**src/hw/rtl/assert_macros.svh**
```systemverilog
// Assertion macros shared by the scancode decoder RTL.
// Depends on nothing; included by files that carry concurrent assertions.
`ifndef ASSERT_MACROS_SVH
`define ASSERT_MACROS_SVH

// Checked on every rising edge outside reset.
`define SCS1A_ASSERT(lbl, clk, rst_n, prop, msg) \
    lbl: assert property (@(posedge clk) disable iff (!rst_n) (prop)) else $error(msg);

// Checked on every rising edge, reset included.
`define SCS1A_ASSERT_ALWAYS(lbl, clk, prop, msg) \
    lbl: assert property (@(posedge clk) (prop)) else $error(msg);

`endif

```
**src/hw/rtl/scs1a_pkg.sv**
```systemverilog
// Package for the set 1 scancode decoder: scancode constants, types and
// the character table. Depends on nothing.
`timescale 1ns / 1ps

package scs1a_pkg;

    localparam int unsigned ROM_SIZE   = 59;
    localparam int unsigned ADDR_W     = 7;
    localparam int unsigned CHAR_W     = 7;
    localparam int unsigned ARROW_W    = 3;

    localparam logic [7:0] CODE_LSHIFT_MAKE  = 8'h2A;
    localparam logic [7:0] CODE_RSHIFT_MAKE  = 8'h36;
    localparam logic [7:0] CODE_LSHIFT_BREAK = 8'hAA;
    localparam logic [7:0] CODE_RSHIFT_BREAK = 8'hB6;
    localparam logic [7:0] CODE_EXT_PREFIX   = 8'hE0;
    localparam logic [7:0] CODE_EXT_UP       = 8'h48;
    localparam logic [7:0] CODE_EXT_DOWN     = 8'h50;
    localparam logic [7:0] CODE_EXT_LEFT     = 8'h4B;
    localparam logic [7:0] CODE_EXT_RIGHT    = 8'h4D;

    typedef enum logic [ARROW_W-1:0] {
        ARROW_NONE  = 3'd0,
        ARROW_UP    = 3'd1,
        ARROW_DOWN  = 3'd2,
        ARROW_LEFT  = 3'd3,
        ARROW_RIGHT = 3'd4
    } arrow_t;

    // Decode outcome of one byte, handed from the decoder to the output stage.
    typedef struct packed {
        logic   use_rom;
        arrow_t arrow;
    } dec_t;

    // Character table: index is the make code, shift picks the upper row.
    function automatic logic [CHAR_W-1:0] key_char(input logic shift,
                                                   input logic [5:0] idx);
        logic [CHAR_W-1:0] c;
        case (idx)
            6'd2:  c = shift ? 7'h21 : 7'h31;
            6'd3:  c = shift ? 7'h40 : 7'h32;
            6'd4:  c = shift ? 7'h23 : 7'h33;
            6'd5:  c = shift ? 7'h24 : 7'h34;
            6'd6:  c = shift ? 7'h25 : 7'h35;
            6'd7:  c = shift ? 7'h5E : 7'h36;
            6'd8:  c = shift ? 7'h26 : 7'h37;
            6'd9:  c = shift ? 7'h2A : 7'h38;
            6'd10: c = shift ? 7'h28 : 7'h39;
            6'd11: c = shift ? 7'h29 : 7'h30;
            6'd12: c = shift ? 7'h5F : 7'h2D;
            6'd13: c = shift ? 7'h2B : 7'h3D;
            6'd14: c = 7'h08;
            6'd15: c = 7'h09;
            6'd16: c = shift ? 7'h51 : 7'h71;
            6'd17: c = shift ? 7'h57 : 7'h77;
            6'd18: c = shift ? 7'h45 : 7'h65;
            6'd19: c = shift ? 7'h52 : 7'h72;
            6'd20: c = shift ? 7'h54 : 7'h74;
            6'd21: c = shift ? 7'h59 : 7'h79;
            6'd22: c = shift ? 7'h55 : 7'h75;
            6'd23: c = shift ? 7'h49 : 7'h69;
            6'd24: c = shift ? 7'h4F : 7'h6F;
            6'd25: c = shift ? 7'h50 : 7'h70;
            6'd26: c = shift ? 7'h7B : 7'h5B;
            6'd27: c = shift ? 7'h7D : 7'h5D;
            6'd28: c = 7'h0A;
            6'd30: c = shift ? 7'h41 : 7'h61;
            6'd31: c = shift ? 7'h53 : 7'h73;
            6'd32: c = shift ? 7'h44 : 7'h64;
            6'd33: c = shift ? 7'h46 : 7'h66;
            6'd34: c = shift ? 7'h47 : 7'h67;
            6'd35: c = shift ? 7'h48 : 7'h68;
            6'd36: c = shift ? 7'h4A : 7'h6A;
            6'd37: c = shift ? 7'h4B : 7'h6B;
            6'd38: c = shift ? 7'h4C : 7'h6C;
            6'd39: c = shift ? 7'h3A : 7'h3B;
            6'd40: c = shift ? 7'h22 : 7'h27;
            6'd41: c = shift ? 7'h7E : 7'h60;
            6'd43: c = shift ? 7'h7C : 7'h5C;
            6'd44: c = shift ? 7'h5A : 7'h7A;
            6'd45: c = shift ? 7'h58 : 7'h78;
            6'd46: c = shift ? 7'h43 : 7'h63;
            6'd47: c = shift ? 7'h56 : 7'h76;
            6'd48: c = shift ? 7'h42 : 7'h62;
            6'd49: c = shift ? 7'h4E : 7'h6E;
            6'd50: c = shift ? 7'h4D : 7'h6D;
            6'd51: c = shift ? 7'h3C : 7'h2C;
            6'd52: c = shift ? 7'h3E : 7'h2E;
            6'd53: c = shift ? 7'h3F : 7'h2F;
            6'd55: c = 7'h2A;
            6'd57: c = 7'h20;
            default: c = '0;
        endcase
        return c;
    endfunction

endpackage

```
**src/hw/rtl/scs1a_key_rom.sv**
```systemverilog
// Character ROM with a registered read port.
// Depends on scs1a_pkg for the table and its widths.
`timescale 1ns / 1ps

module scs1a_key_rom (
    input  logic                         clk,
    input  logic                         rd_en,
    input  logic [scs1a_pkg::ADDR_W-1:0] rd_addr,
    output logic [scs1a_pkg::CHAR_W-1:0] rd_data
);
    import scs1a_pkg::*;

    logic [CHAR_W-1:0] rd_data_reg;

    // Address bit 6 selects the shifted row; the data holds while rd_en is low.
    always_ff @(posedge clk)
    begin
        if (rd_en)
        begin
            rd_data_reg <= key_char(rd_addr[ADDR_W-1], rd_addr[5:0]);
        end
    end

    assign rd_data = rd_data_reg;

endmodule

```
**src/hw/rtl/scs1a_decode.sv**
```systemverilog
// Byte classifier: holds the shift and prefix flags and forms the ROM address.
// Depends on scs1a_pkg for scancode constants and the dec_t type.
`timescale 1ns / 1ps

module scs1a_decode (
    input  logic                         clk,
    input  logic                         rst_n,
    input  logic                         accept,
    input  logic [7:0]                   scan_byte,
    output scs1a_pkg::dec_t              dec,
    output logic [scs1a_pkg::ADDR_W-1:0] rom_addr
);
    import scs1a_pkg::*;

    logic shift_held_reg, shift_held_next;
    logic prefix_pending_reg, prefix_pending_next;

    always_ff @(posedge clk or negedge rst_n)
    begin
        if (!rst_n)
        begin
            shift_held_reg     <= 1'b0;
            prefix_pending_reg <= 1'b0;
        end
        else if (accept)
        begin
            shift_held_reg     <= shift_held_next;
            prefix_pending_reg <= prefix_pending_next;
        end
    end

    always_comb
    begin
        shift_held_next     = shift_held_reg;
        prefix_pending_next = prefix_pending_reg;
        dec.use_rom         = 1'b0;
        dec.arrow           = ARROW_NONE;
        if (prefix_pending_reg)
        begin
            // The byte after the prefix is always consumed as an extended code.
            prefix_pending_next = 1'b0;
            if (!scan_byte[7])
            begin
                case (scan_byte)
                    CODE_EXT_UP:    dec.arrow = ARROW_UP;
                    CODE_EXT_DOWN:  dec.arrow = ARROW_DOWN;
                    CODE_EXT_LEFT:  dec.arrow = ARROW_LEFT;
                    CODE_EXT_RIGHT: dec.arrow = ARROW_RIGHT;
                    default:        dec.arrow = ARROW_NONE;
                endcase
            end
        end
        else if (scan_byte == CODE_LSHIFT_MAKE || scan_byte == CODE_RSHIFT_MAKE)
        begin
            shift_held_next = 1'b1;
        end
        else if (scan_byte == CODE_LSHIFT_BREAK || scan_byte == CODE_RSHIFT_BREAK)
        begin
            shift_held_next = 1'b0;
        end
        else if (scan_byte == CODE_EXT_PREFIX)
        begin
            prefix_pending_next = 1'b1;
        end
        else if (!scan_byte[7] && scan_byte < 8'(ROM_SIZE))
        begin
            dec.use_rom = 1'b1;
        end
    end

    // Codes below the table size never have bit 6 set, so six bits index a row.
    assign rom_addr = {shift_held_reg, scan_byte[5:0]};

endmodule

```
**src/hw/rtl/scancode_set1_to_ascii_decoder_core.sv**
```systemverilog
// Top level of the set 1 scancode to ASCII decoder.
// Depends on scs1a_pkg, scs1a_decode, scs1a_key_rom and assert_macros.svh.
`timescale 1ns / 1ps

// Each scancode byte beat in gives exactly one result beat out: an ASCII
// character, an arrow key, or both fields zero. The block takes one byte
// per cycle while results drain, and each result is ready in the cycle after
// its byte is accepted, from the registered read port of the character ROM;
// the result register doubles as the output stage, so a new byte is taken in
// the same cycle that a waiting result leaves. The shift and extended prefix
// flags update as each byte is accepted, so the next byte sees them at once.
// There is no reset sweep: the block is ready right after reset.
module scancode_set1_to_ascii_decoder_core (
    input  logic                          clk,
    input  logic                          rst_n,
    input  logic                          scan_valid,
    output logic                          scan_ready,
    input  logic [7:0]                    scan_byte,
    output logic                          result_valid,
    input  logic                          result_ready,
    output logic [scs1a_pkg::CHAR_W-1:0]  char_code,
    output logic [scs1a_pkg::ARROW_W-1:0] arrow_key
);
    import scs1a_pkg::*;

    `include "assert_macros.svh"

    logic                 accept;
    dec_t                 dec;
    logic [ADDR_W-1:0]    rom_addr;
    logic [CHAR_W-1:0]    rom_data;
    logic                 out_valid_reg, out_valid_next;
    dec_t                 out_dec_reg;

    // A byte is taken whenever the result register is empty or draining.
    assign scan_ready = !out_valid_reg || result_ready;
    assign accept     = scan_valid && scan_ready;

    scs1a_decode u_decode (
        .clk       (clk),
        .rst_n     (rst_n),
        .accept    (accept),
        .scan_byte (scan_byte),
        .dec       (dec),
        .rom_addr  (rom_addr)
    );

    // The ROM read is enabled only on accept, so its data holds during a stall.
    scs1a_key_rom u_rom (
        .clk     (clk),
        .rd_en   (accept),
        .rd_addr (rom_addr),
        .rd_data (rom_data)
    );

    always_comb
    begin
        if (accept)
        begin
            out_valid_next = 1'b1;
        end
        else if (result_ready)
        begin
            out_valid_next = 1'b0;
        end
        else
        begin
            out_valid_next = out_valid_reg;
        end
    end

    always_ff @(posedge clk or negedge rst_n)
    begin
        if (!rst_n)
        begin
            out_valid_reg <= 1'b0;
        end
        else
        begin
            out_valid_reg <= out_valid_next;
        end
    end

    // The decode outcome is registered alongside the ROM read, so the two stay aligned.
    always_ff @(posedge clk)
    begin
        if (accept)
        begin
            out_dec_reg <= dec;
        end
    end

    assign result_valid = out_valid_reg;
    assign char_code    = out_dec_reg.use_rom ? rom_data : '0;
    assign arrow_key    = out_dec_reg.arrow;

    // Every accepted byte must leave a result waiting in the next cycle.
    `SCS1A_ASSERT(a_accept_gives_result, clk, rst_n,
        accept |=> out_valid_reg,
        "accepted byte gave no result")
    // A result is a character or an arrow, never both.
    `SCS1A_ASSERT(a_char_xor_arrow, clk, rst_n,
        (out_valid_reg && char_code != '0) |-> (arrow_key == ARROW_NONE),
        "character and arrow in one result")
    // Arrow codes above right are never produced.
    `SCS1A_ASSERT_ALWAYS(a_arrow_range, clk,
        out_valid_reg |-> (arrow_key <= ARROW_RIGHT),
        "arrow code out of range")

endmodule
```
**config.mk**
```make
export PLATFORM = sky130hd
export DESIGN_NAME = scancode_set1_to_ascii_decoder_core
export DESIGN_NICKNAME = d
export VERILOG_FILES = /design/src/hw/rtl/scs1a_pkg.sv /design/src/hw/rtl/scs1a_key_rom.sv /design/src/hw/rtl/scs1a_decode.sv /design/src/hw/rtl/scancode_set1_to_ascii_decoder_core.sv
export VERILOG_INCLUDE_DIRS = /design/src /design/src/hw/rtl
export SDC_FILE = /design/constraint.sdc
export NUM_CORES = 1
export LEC_CHECK = 0
export ABC_AREA = 1
export BUFFER_PORTS_ARGS = -buffer_cell sky130_fd_sc_hd__buf_2
export CAP_MARGIN = 20
export CORE_ASPECT_RATIO = 0.7
export CORE_MARGIN = 5
export CORE_UTILIZATION = 36
export DETAILED_ROUTE_END_ITERATION = 6
export GPL_ROUTABILITY_DRIVEN = 0
export PLACE_DENSITY = 0.63
export SLEW_MARGIN = 20
export SYNTH_ARGS = -nofsm -noshare
export SYNTH_HDL_FRONTEND = slang
export SYNTH_SLANG_ARGS = --single-unit
```
**constraint.sdc**
```tcl
create_clock -name clk -period 2.3 [get_ports clk]
set_input_delay 0.46 -clock clk [delete_from_list [all_inputs] [get_ports clk]]
set_output_delay 0.46 -clock clk [all_outputs]
set_load 0.005 [all_outputs]
```
==> results of run 1 <==
[cells in the final DEF (no fill, tap or decap), types with 5 or more instances in the layout]
| cell type | count |
|---|---|
| nor2_1 | 51 |
| o21ai_0 | 7 |
| a21oi_1 | 6 |
| inv_1 | 29 |
| nand3_1 | 32 |
| nand2_1 | 105 |
| nor3_1 | 5 |
| edfxtp_1 | 11 |
| buf_2 | 23 |
| nand4_1 | 10 |
[how the worst max path moves through the flow]
stage                 startpoint                to  slack (ns)  cells after the start
floorplan           scan_byte[1]  u_rom.rd_data[5]        0.73                     11
global placement    scan_byte[4]  u_rom.rd_data[5]        0.24                     10
detailed placement  scan_byte[4]  u_rom.rd_data[5]        0.24                     10
CTS                 scan_byte[4]  u_rom.rd_data[5]        0.48                     10
global route        scan_byte[4]  u_rom.rd_data[5]        0.28                     10
finish              scan_byte[4]  u_rom.rd_data[5]        0.41                     10
[per-layer routing]
layer | vias to the layer above | routed length, um
li1 | 934 | -
met1 | 808 | 2060
met2 | 150 | 1950
met3 | 12 | 798
met5 | - | 0
met4 | 0 | 52
[cell families (layout without fill, tap and decap cells)]
family / after synthesis / count (layout) / share of synthesized area
and+or+nand+nor: 212 / 212 / 0.577
buffers and inverters: 40 / 60 / 0.118
AOI/OAI and AO/OA: 14 / 14 / 0.0470
DFF: 14 / 14 / 0.258
[what timing repair did]
item / 4_1_cts / 5_1_grt
hold buffers: 1 / 0
endpoints found under the hold margin: 3 / 0
buffers inserted: 0 / 0
resized for setup: 0 / 0
[power by group through the flow]
stage                     clock network (mW)  logic, mW  registers, mW
after floorplan                            0      0.133          0.312
after global placement                     0      0.187          0.319
after detailed placement                   0      0.185          0.319
after CTS                              0.242      0.186          0.315
after global routing                   0.260      0.213          0.317
final                                  0.236      0.192          0.315
[area by class of cell]
cell class                 count  area [sq um]
timing repair buffer          24           125
tap                           55          68.8
inverter                      32           120
fill                         452          2530
multi-input combinational    226           978
sequential                    14           405
clock buffer                   4          55.1
[worst max-delay path: stages]
cell and delay [ns]:
buf_2 0.14, nor2_1 0.69, nand3_1 0.26, nand2_1 0.14
inv_1 0.04, nand2_1 0.05, nor2_1 0.04, nand3_1 0.07
nand2_1 0.05, nand2_1 0.06
==> results.md, run 1 <==
- Cells after synthesis: 280
- Worst VDD drop: 271 uV
- Max FFs per register: 7
- Clock Power Share: 0.318
- Routed wire per std cell: 13.7 um
- CP required: 2.42 ns
- Setup CP Type: in2reg
- R2R Path End: u_rom.rd_data[4]
- Arrival @ worst endpoint: 2.01 ns
- Clock latency on the worst-skew pair: 0.24 ns
- Initial antenna violation count: 0
- Post-layout min period: about 1.9 ns
- DP Area: about 1700 sq um
- Clk sinks: 14
- R2r setup slk: 0.67 ns
- Max-cap violations: 0
- Final Core Density: 0.410
- Slew @ Worst Pin: between 0.8 and 0.9 ns
- Synthesized cell area: 1570 sq um
- Slew Limit Fails: 0
- Combinational group share of total power: 0.258
- Total gr overflow: 0
- Remaining antenna violation count: 0
- Synth top area cells: nand2_1 25%, edfxtp_1 21%, nor2_1 12%
- Clock slew at the register clock pins of the worst setup and hold paths: 0.06 ns
- Type of the worst min-delay path: in2reg
- DRC: 0
- Ys async rst share: 0.214
- CTS root buf: clkbuf_8
- Placed wire-length estimate: 3950 um
- Leakage: 1.04 nW
- Net Sw Frac: 0.309
- Via count: approximately 1.9k
- Die Y: 65.2 um
- Sw Pwr: 229 uW
- Area Growth Syn to Fin: 11.7%
- Flop pwr share: 0.424
- Cell area power density: around 420 nW/um^2
- Count of state elements after synthesis: 14
- Diode count: 0
- Synth Net Count: 292
- Row cnt: 20
- Fin area: 1750 sq um
- Worst setup margin: between 0.4 and 0.5 ns
- Die Width: 88.9 um
- Top Usage Layer GRT: met2
- Commonest cells post-synth: 105 x nand2_1, 51 x nor2_1, 32 x nand3_1
- Post-route setup TNS: 0 ns
- First-pass GRT wire length: 7910 um
- Met2 usage: 0.254
- Yosys top cell area share: 0.251
- Final Non-Filler Cells: 355
- Cell type with the largest total area after synthesis: nand2_1
- Largest net degree at the start of global routing: 17
- Layout cell share with drive strength beyond 1: 0.117
- Power, Total: 743 uW
- Reg2reg start: u_decode.shift_held_reg
- Final Cycle Share: 0.823
- Vias in the first global route: roughly 1.7k
- Nets: 313
- Status: completed
- Reg2reg path depth: 6
- Share of the yosys chip area belonging to registers: 0.258
- FMAX: ~0.53 GHz
- Port Buffers: 23
- Die Area: 5800 sq um
- RSZ-0062 raised after global routing: no
- Drt initial violations: 438
- Internal power: slightly above 500 uW
- Count leader, synth: nand2_1
- Endpoint class of the critical path: flop
- Worst hold slack: 0.482 ns
- I/O pin cnt: 24
- Place WS: 0.237 ns
- Worst-path maximum fanout: 14
- Min-delay src: scan_valid
- Dpl cells: 350
- Total CTS buffers: 3
- Post-synth EDFFs: 11
- Netlist cell types: 21
- Hold depth: 3
- Clock buffer depth: 2
- Syn Area/Cell: ~5.6 sq um
- Most used DFF post-synth: edfxtp_1
- Met3 Use GR: 0.0689
- DR vias/cell: 5.36
- CTS tree: done
- Final wirelength: 4860 um
- Starting density of the core: 0.367
- Critical Path Start Type: input pin
- Tot GR Track Use: 0.174
- First-pass DRT Iterations: 5
- Worst clock skew: slightly above 0.002 ns
- Final Hold Violating Endpoints: 0
- Core Region: 4280 sq um
- Routing usage on met1: 0.247
- Rel. slew slack: 0.406
- Endpoint, Worst Hold: result_valid
- Synth Warn #: 0
- H-tree levels: 1
- Final setup fails: 0
No activity file was read; power rests on OpenSTA's default activity.
==> run 2: changes to the inputs <==
==> constraint.sdc (replaced) <==
create_clock -name clk -period 1.9 [get_ports clk]
set_input_delay 0.38 -clock clk [delete_from_list [all_inputs] [get_ports clk]]
set_output_delay 0.38 -clock clk [all_outputs]
set_load 0.005 [all_outputs]
==> run 2 against run 1 <==
Against the previous run: setup slack got worse by 0.28 ns; sequential power increased by 21%; clock skew increased by 0.00064 ns; wire length decreased by 2.0%; count of clock-buffer cells in the layout unchanged; cell area increased by 3.9%; global-route usage decreased by 0.19 points; clock power increased by 20%; largest power group unchanged.
==> results.md, run 2 (synthesis results as in run 1) <==
- Most common cell after layout, fill and taps aside: nand2_1
- Endpoint, Worst Hold: result_valid
- Status: completed
- Area Growth Syn to Fin: 16.0%
- First-pass DRT Iterations: 6
- Clock Power Share: 0.311
- Via count: 1,933
- Placed wire-length estimate: 3950 um
- Clk sinks: 14
- Type of the worst min-delay path: in2reg
- Reg2reg start: u_decode.shift_held_reg
- Remaining antenna violation count: 0
- DP Area: 1760 sq um
- Final wirelength: 4760 um
- Reg2reg path depth: 6
- CP required: 1.87 ns
- Worst clock skew: 0.00267 ns
- Clock slew at the register clock pins of the worst setup and hold paths: 0.06 ns
- Layout cell share with drive strength beyond 1: 0.142
- CTS tree: done
- Cell area power density: 500 nW/um^2
- Final Hold Violating Endpoints: 0
- Max-cap violations: 0
- Critical Path Start Type: input pin
- DR vias/cell: 5.31
- Internal power: 634 uW
- Min-delay src: scan_valid
- RSZ-0062 raised after global routing: no
- I/O pin cnt: 24
- Vias in the first global route: 1,703
- CTS root buf: clkbuf_8
- Flop pwr share: 0.418
- Post CTS Setup Buffer Count: 0
- R2r setup slk: between 0.4 and 0.5 ns
- Sw Pwr: 276 uW
- Initial antenna violation count: 0
- H-tree levels: 1
- Rel. slew slack: 0.422
- Row cnt: 20
- Post-layout min period: 1.77 ns
- Commonest cells after routing, fill and taps aside: 105 x nand2_1, 51 x nor2_1, 32 x nand3_1
- Final setup fails: 0
- Worst hold slack: 0.406 ns
- Die Area: 5800 sq um
- FMAX: 0.565 GHz
- Place WS: -0.0940 ns
- Core Region: 4280 sq um
- Fin area: ~1800 sq um
- Setup CP Type: in2reg
- First-pass GRT wire length: 7830 um
- Total CTS buffers: 3
- Drt initial violations: 391
- Port Buffers: 23
- Endpoint class of the critical path: flop
- Nets: 322
- Combinational group share of total power: 0.271
- Slew Limit Fails: 0
- Max FFs per register: 7
- Power, Total: slightly above 900 uW
- Worst setup margin: ~0.13 ns
- Net Sw Frac: 0.303
- Leakage: 1.08 nW
- R2R Path End: u_rom.rd_data[4]
- Tot GR Track Use: 0.172
- Arrival @ worst endpoint: 1.74 ns
- Final Cycle Share: 0.931
- Clock buffer depth: 2
- Hold depth: 3
- Die Width: 88.9 um
- Worst VDD drop: about 390 uV
- Diode count: 0
- DRC: 0
- Starting density of the core: 0.367
- Final Core Density: 0.425
- Clock latency on the worst-skew pair: 0.24 ns
- Die Y: 65.2 um
- Worst-path maximum fanout: 10
- Routed wire per std cell: 13.1 um
- Total gr overflow: 0
- Largest net degree at the start of global routing: 15
- Slew @ Worst Pin: ~0.86 ns
-- run 2: changes by cell type in the layout (fill, tap and decap cells not counted) --
cell	delta
buf_4	+9
-- run 2: layout make-up --
class,instances,area [sq um]
fill,451,2460
multi-input combinational,226,978
sequential,14,405
clock buffer,4,55.1
timing repair buffer,33,193
tap,55,68.8
inverter,32,120
-- run 2: worst max-delay path: stages --
cell,delay (ns)
buf_2,0.10
buf_4,0.14
inv_2,0.08
nor2_4,0.07
buf_4,0.16
nand2_1,0.10
nand2_1,0.13
nor2_1,0.16
nor3b_1,0.29
nand3_1,0.13
-- run 2: how the worst max path moves through the flow --
stage	start	end	slack, ns	cells after the start
3_3_place_gp	scan_byte[4]	u_rom.rd_data[0]	-0.09	10
6_report	scan_byte[4]	u_rom.rd_data[0]	0.13	10
4_1_cts	scan_byte[4]	u_rom.rd_data[0]	0.17	10
2_1_floorplan	scan_byte[1]	u_rom.rd_data[5]	0.41	11
3_5_place_dp	scan_byte[4]	u_rom.rd_data[0]	-0.09	10
5_1_grt	scan_byte[4]	u_rom.rd_data[5]	0.01	10
-- run 2: per-layer routing --
metal  track usage  vias up  wire, um
li1              -      953         -
met1         0.239      807      2060
met2         0.251      150      1900
met3        0.0714       23       718
met4        0.0283        0        85
met5             0        -         0
-- run 2: per-stage QoR --
step                      instances  TNS, ns
final                           364        0
after global routing            364        0
after CTS                       364        0
after detailed placement        359   -0.172
after global placement          359   -0.215
after floorplan                 280        0
-- run 2: power groups by stage --
stage / combinational (mW) / clock, mW / sequential [mW]
floorplan: 0.161 / 0 / 0.377
global placement: 0.242 / 0 / 0.386
detailed placement: 0.238 / 0 / 0.386
CTS: 0.240 / 0.289 / 0.380
global route: 0.274 / 0.306 / 0.384
finish: 0.247 / 0.283 / 0.381
-- run 2: repair_timing --
| item | in CTS | in global routing |
|---|---|---|
| hold buffers | 1 | 0 |
| setup endpoints to repair | 0 | 0 |
| resized for setup | 0 | 0 |
| endpoints found under the hold margin | 3 | 0 |
==> run 3: changes to the inputs <==
--- a/config.mk
+++ b/config.mk
@@ -15,7 +15,8 @@
 export DETAILED_ROUTE_END_ITERATION = 6
 export GPL_ROUTABILITY_DRIVEN = 0
 export PLACE_DENSITY = 0.63
-export SLEW_MARGIN = 20
+export RECOVER_POWER = 25
+export SLEW_MARGIN = 10
 export SYNTH_ARGS = -nofsm -noshare
 export SYNTH_HDL_FRONTEND = slang
 export SYNTH_SLANG_ARGS = --single-unit
==> run 3 against run 2 <==
Against the previous run: via count hardly changed; clock power hardly changed; sequential power hardly changed; largest cell class unchanged.
==> results.md, run 3 (synthesis results as in run 1) <==
- Final wirelength: approximately 4700 um
- Crit path max-delay family: simple AND/OR/NAND/NOR gates
- Final Cycle Share: 0.923
- Layout cell share with drive strength beyond 1: 0.129
- Die Y: 65.2 um
- Max-cap violations: 0
- Die Width: about 90 um
- Via count: 1,932
- Port Buffers: 23
- Clock buffer depth: 2
- Placed wire-length estimate: 3950 um
- RSZ-0062 raised after global routing: no
- CTS tree: done
- First-pass GRT wire length: 7830 um
- CP required: ~2 ns
- Cell area power density: 502 nW/um^2
- CP Buf/Inv Count: 2
- Diode count: 0
- Starting density of the core: 0.367
- Worst hold slack: 0.406 ns
- Status: completed
- Clock latency on the worst-skew pair: 0.24 ns
- Slew Limit Fails: 0
- Post-CTS sizing: 0
- Critical path's slowest cell: nor2_1
- DRC: 0
- Setup CP Type: in2reg
- Largest net degree at the start of global routing: 15
- Clock slew at the register clock pins of the worst setup and hold paths: ~0.06 ns
- Final Core Density: 0.423
- Crit-path max cell delay: 0.65 ns
- Die Area: 5800 sq um
- Clk sinks: 14
- Final Hold Violating Endpoints: 0
- Total CTS buffers: 3
- Drt initial violations: 391
- Remaining antenna violation count: 0
- Final setup fails: 0
- H-tree levels: 1
- Type of the worst min-delay path: in2reg
- Tot GR Track Use: 0.172
- Rel. slew slack: 0.432
- Most common cell after layout, fill and taps aside: nand2_1
- I/O pin cnt: 24
- Post-route setup TNS: 0 ns
- Cells along the critical path: buf_2 > nor2_1 > nand3_1 > nand2_1 > inv_1 > nand2_1 > nor2_1 > nand3_1 > nand2_1 > nand2_1
- Post-layout min period: 1.75 ns
- CTS Hold Bufs: 1
- Total gr overflow: 0
- Routed wire per std cell: about 13 um
- Row cnt: 20
- Leakage: about 1.1 nW
- DR vias/cell: approximately 5.3
- FMAX: 0.570 GHz
- Area Growth Syn to Fin: 15.3%
- Cell mode on critical path: nand2_1
- Endpoint class of the critical path: flop
- Worst clock skew: 0.00269 ns
- Critical Path Start Type: input pin
- Place WS: -0.0940 ns
- Worst VDD drop: 389 uV
- Vias in the first global route: between 1.5k and 2k
- Initial antenna violation count: 0
- Worst setup margin: 0.145 ns
- Power, Total: 907 uW
- Arrival @ worst endpoint: 1.86 ns
- Slew @ Worst Pin: between 0.8 and 0.9 ns
- Nets: between 300 and 400
- CTS root buf: clkbuf_8
- Post CTS Setup Buffer Count: 0
- Commonest cells after routing, fill and taps aside: 105 x nand2_1, 52 x nor2_1, 32 x nand3_1
- First-pass DRT Iterations: 6
- Core Region: ~4300 sq um
- Max FFs per register: 7
- Worst-path maximum fanout: 14
-- run 3: final cells by class --
cell class,count,area (sq um)
Multi-Input combinational cell,226,971
Clock buffer,4,55.1
Inverter,32,120
Tap cell,55,68.8
Fill cell,456,2470
Timing Repair Buffer,33,189
Sequential cell,14,405
-- run 3: power breakdown --
group / internal [mW] / switching, mW
Clock: 0.183 / 0.100
Combinational: 0.0852 / 0.159
Sequential: 0.364 / 0.0162
-- run 3: worst paths after layout --
kind	start	end	slack (ns)	cells past startpoint
worst max-delay path	scan_byte[4]	u_rom.rd_data[5]	0.15	10
worst min-delay path	scan_valid	result_valid	0.41	3
worst max register to register	u_decode.shift_held_reg	u_rom.rd_data[4]	0.44	6
worst min register to register	u_decode.prefix_pending_reg	u_decode.prefix_pending_reg	0.52	2
max in group asynchronous	rst_n	u_decode.shift_held_reg	1.27	2
min in group asynchronous	rst_n	u_decode.prefix_pending_reg	0.47	2
-- run 3: tightest hold or removal path: stages --
cell     delay, ns
buf_2         0.07
nand2_1       0.09
nand2_1       0.07
-- run 3: per-stage QoR --
| stage | instance area (sq um) | instances |
|---|---|---|
| floorplan | 1570 | 280 |
| global placement | 1760 | 359 |
| detailed placement | 1760 | 359 |
| CTS | 1820 | 364 |
| global route | 1810 | 364 |
| finish | 1810 | 364 |
-- run 3: per-layer routing --
metal,up-vias,GRT usage,part of all wire
met5,-,0,0
met4,0,0.0283,0.020
met3,24,0.0714,0.15
met2,156,0.251,0.40
met1,799,0.239,0.43
li1,953,-,-
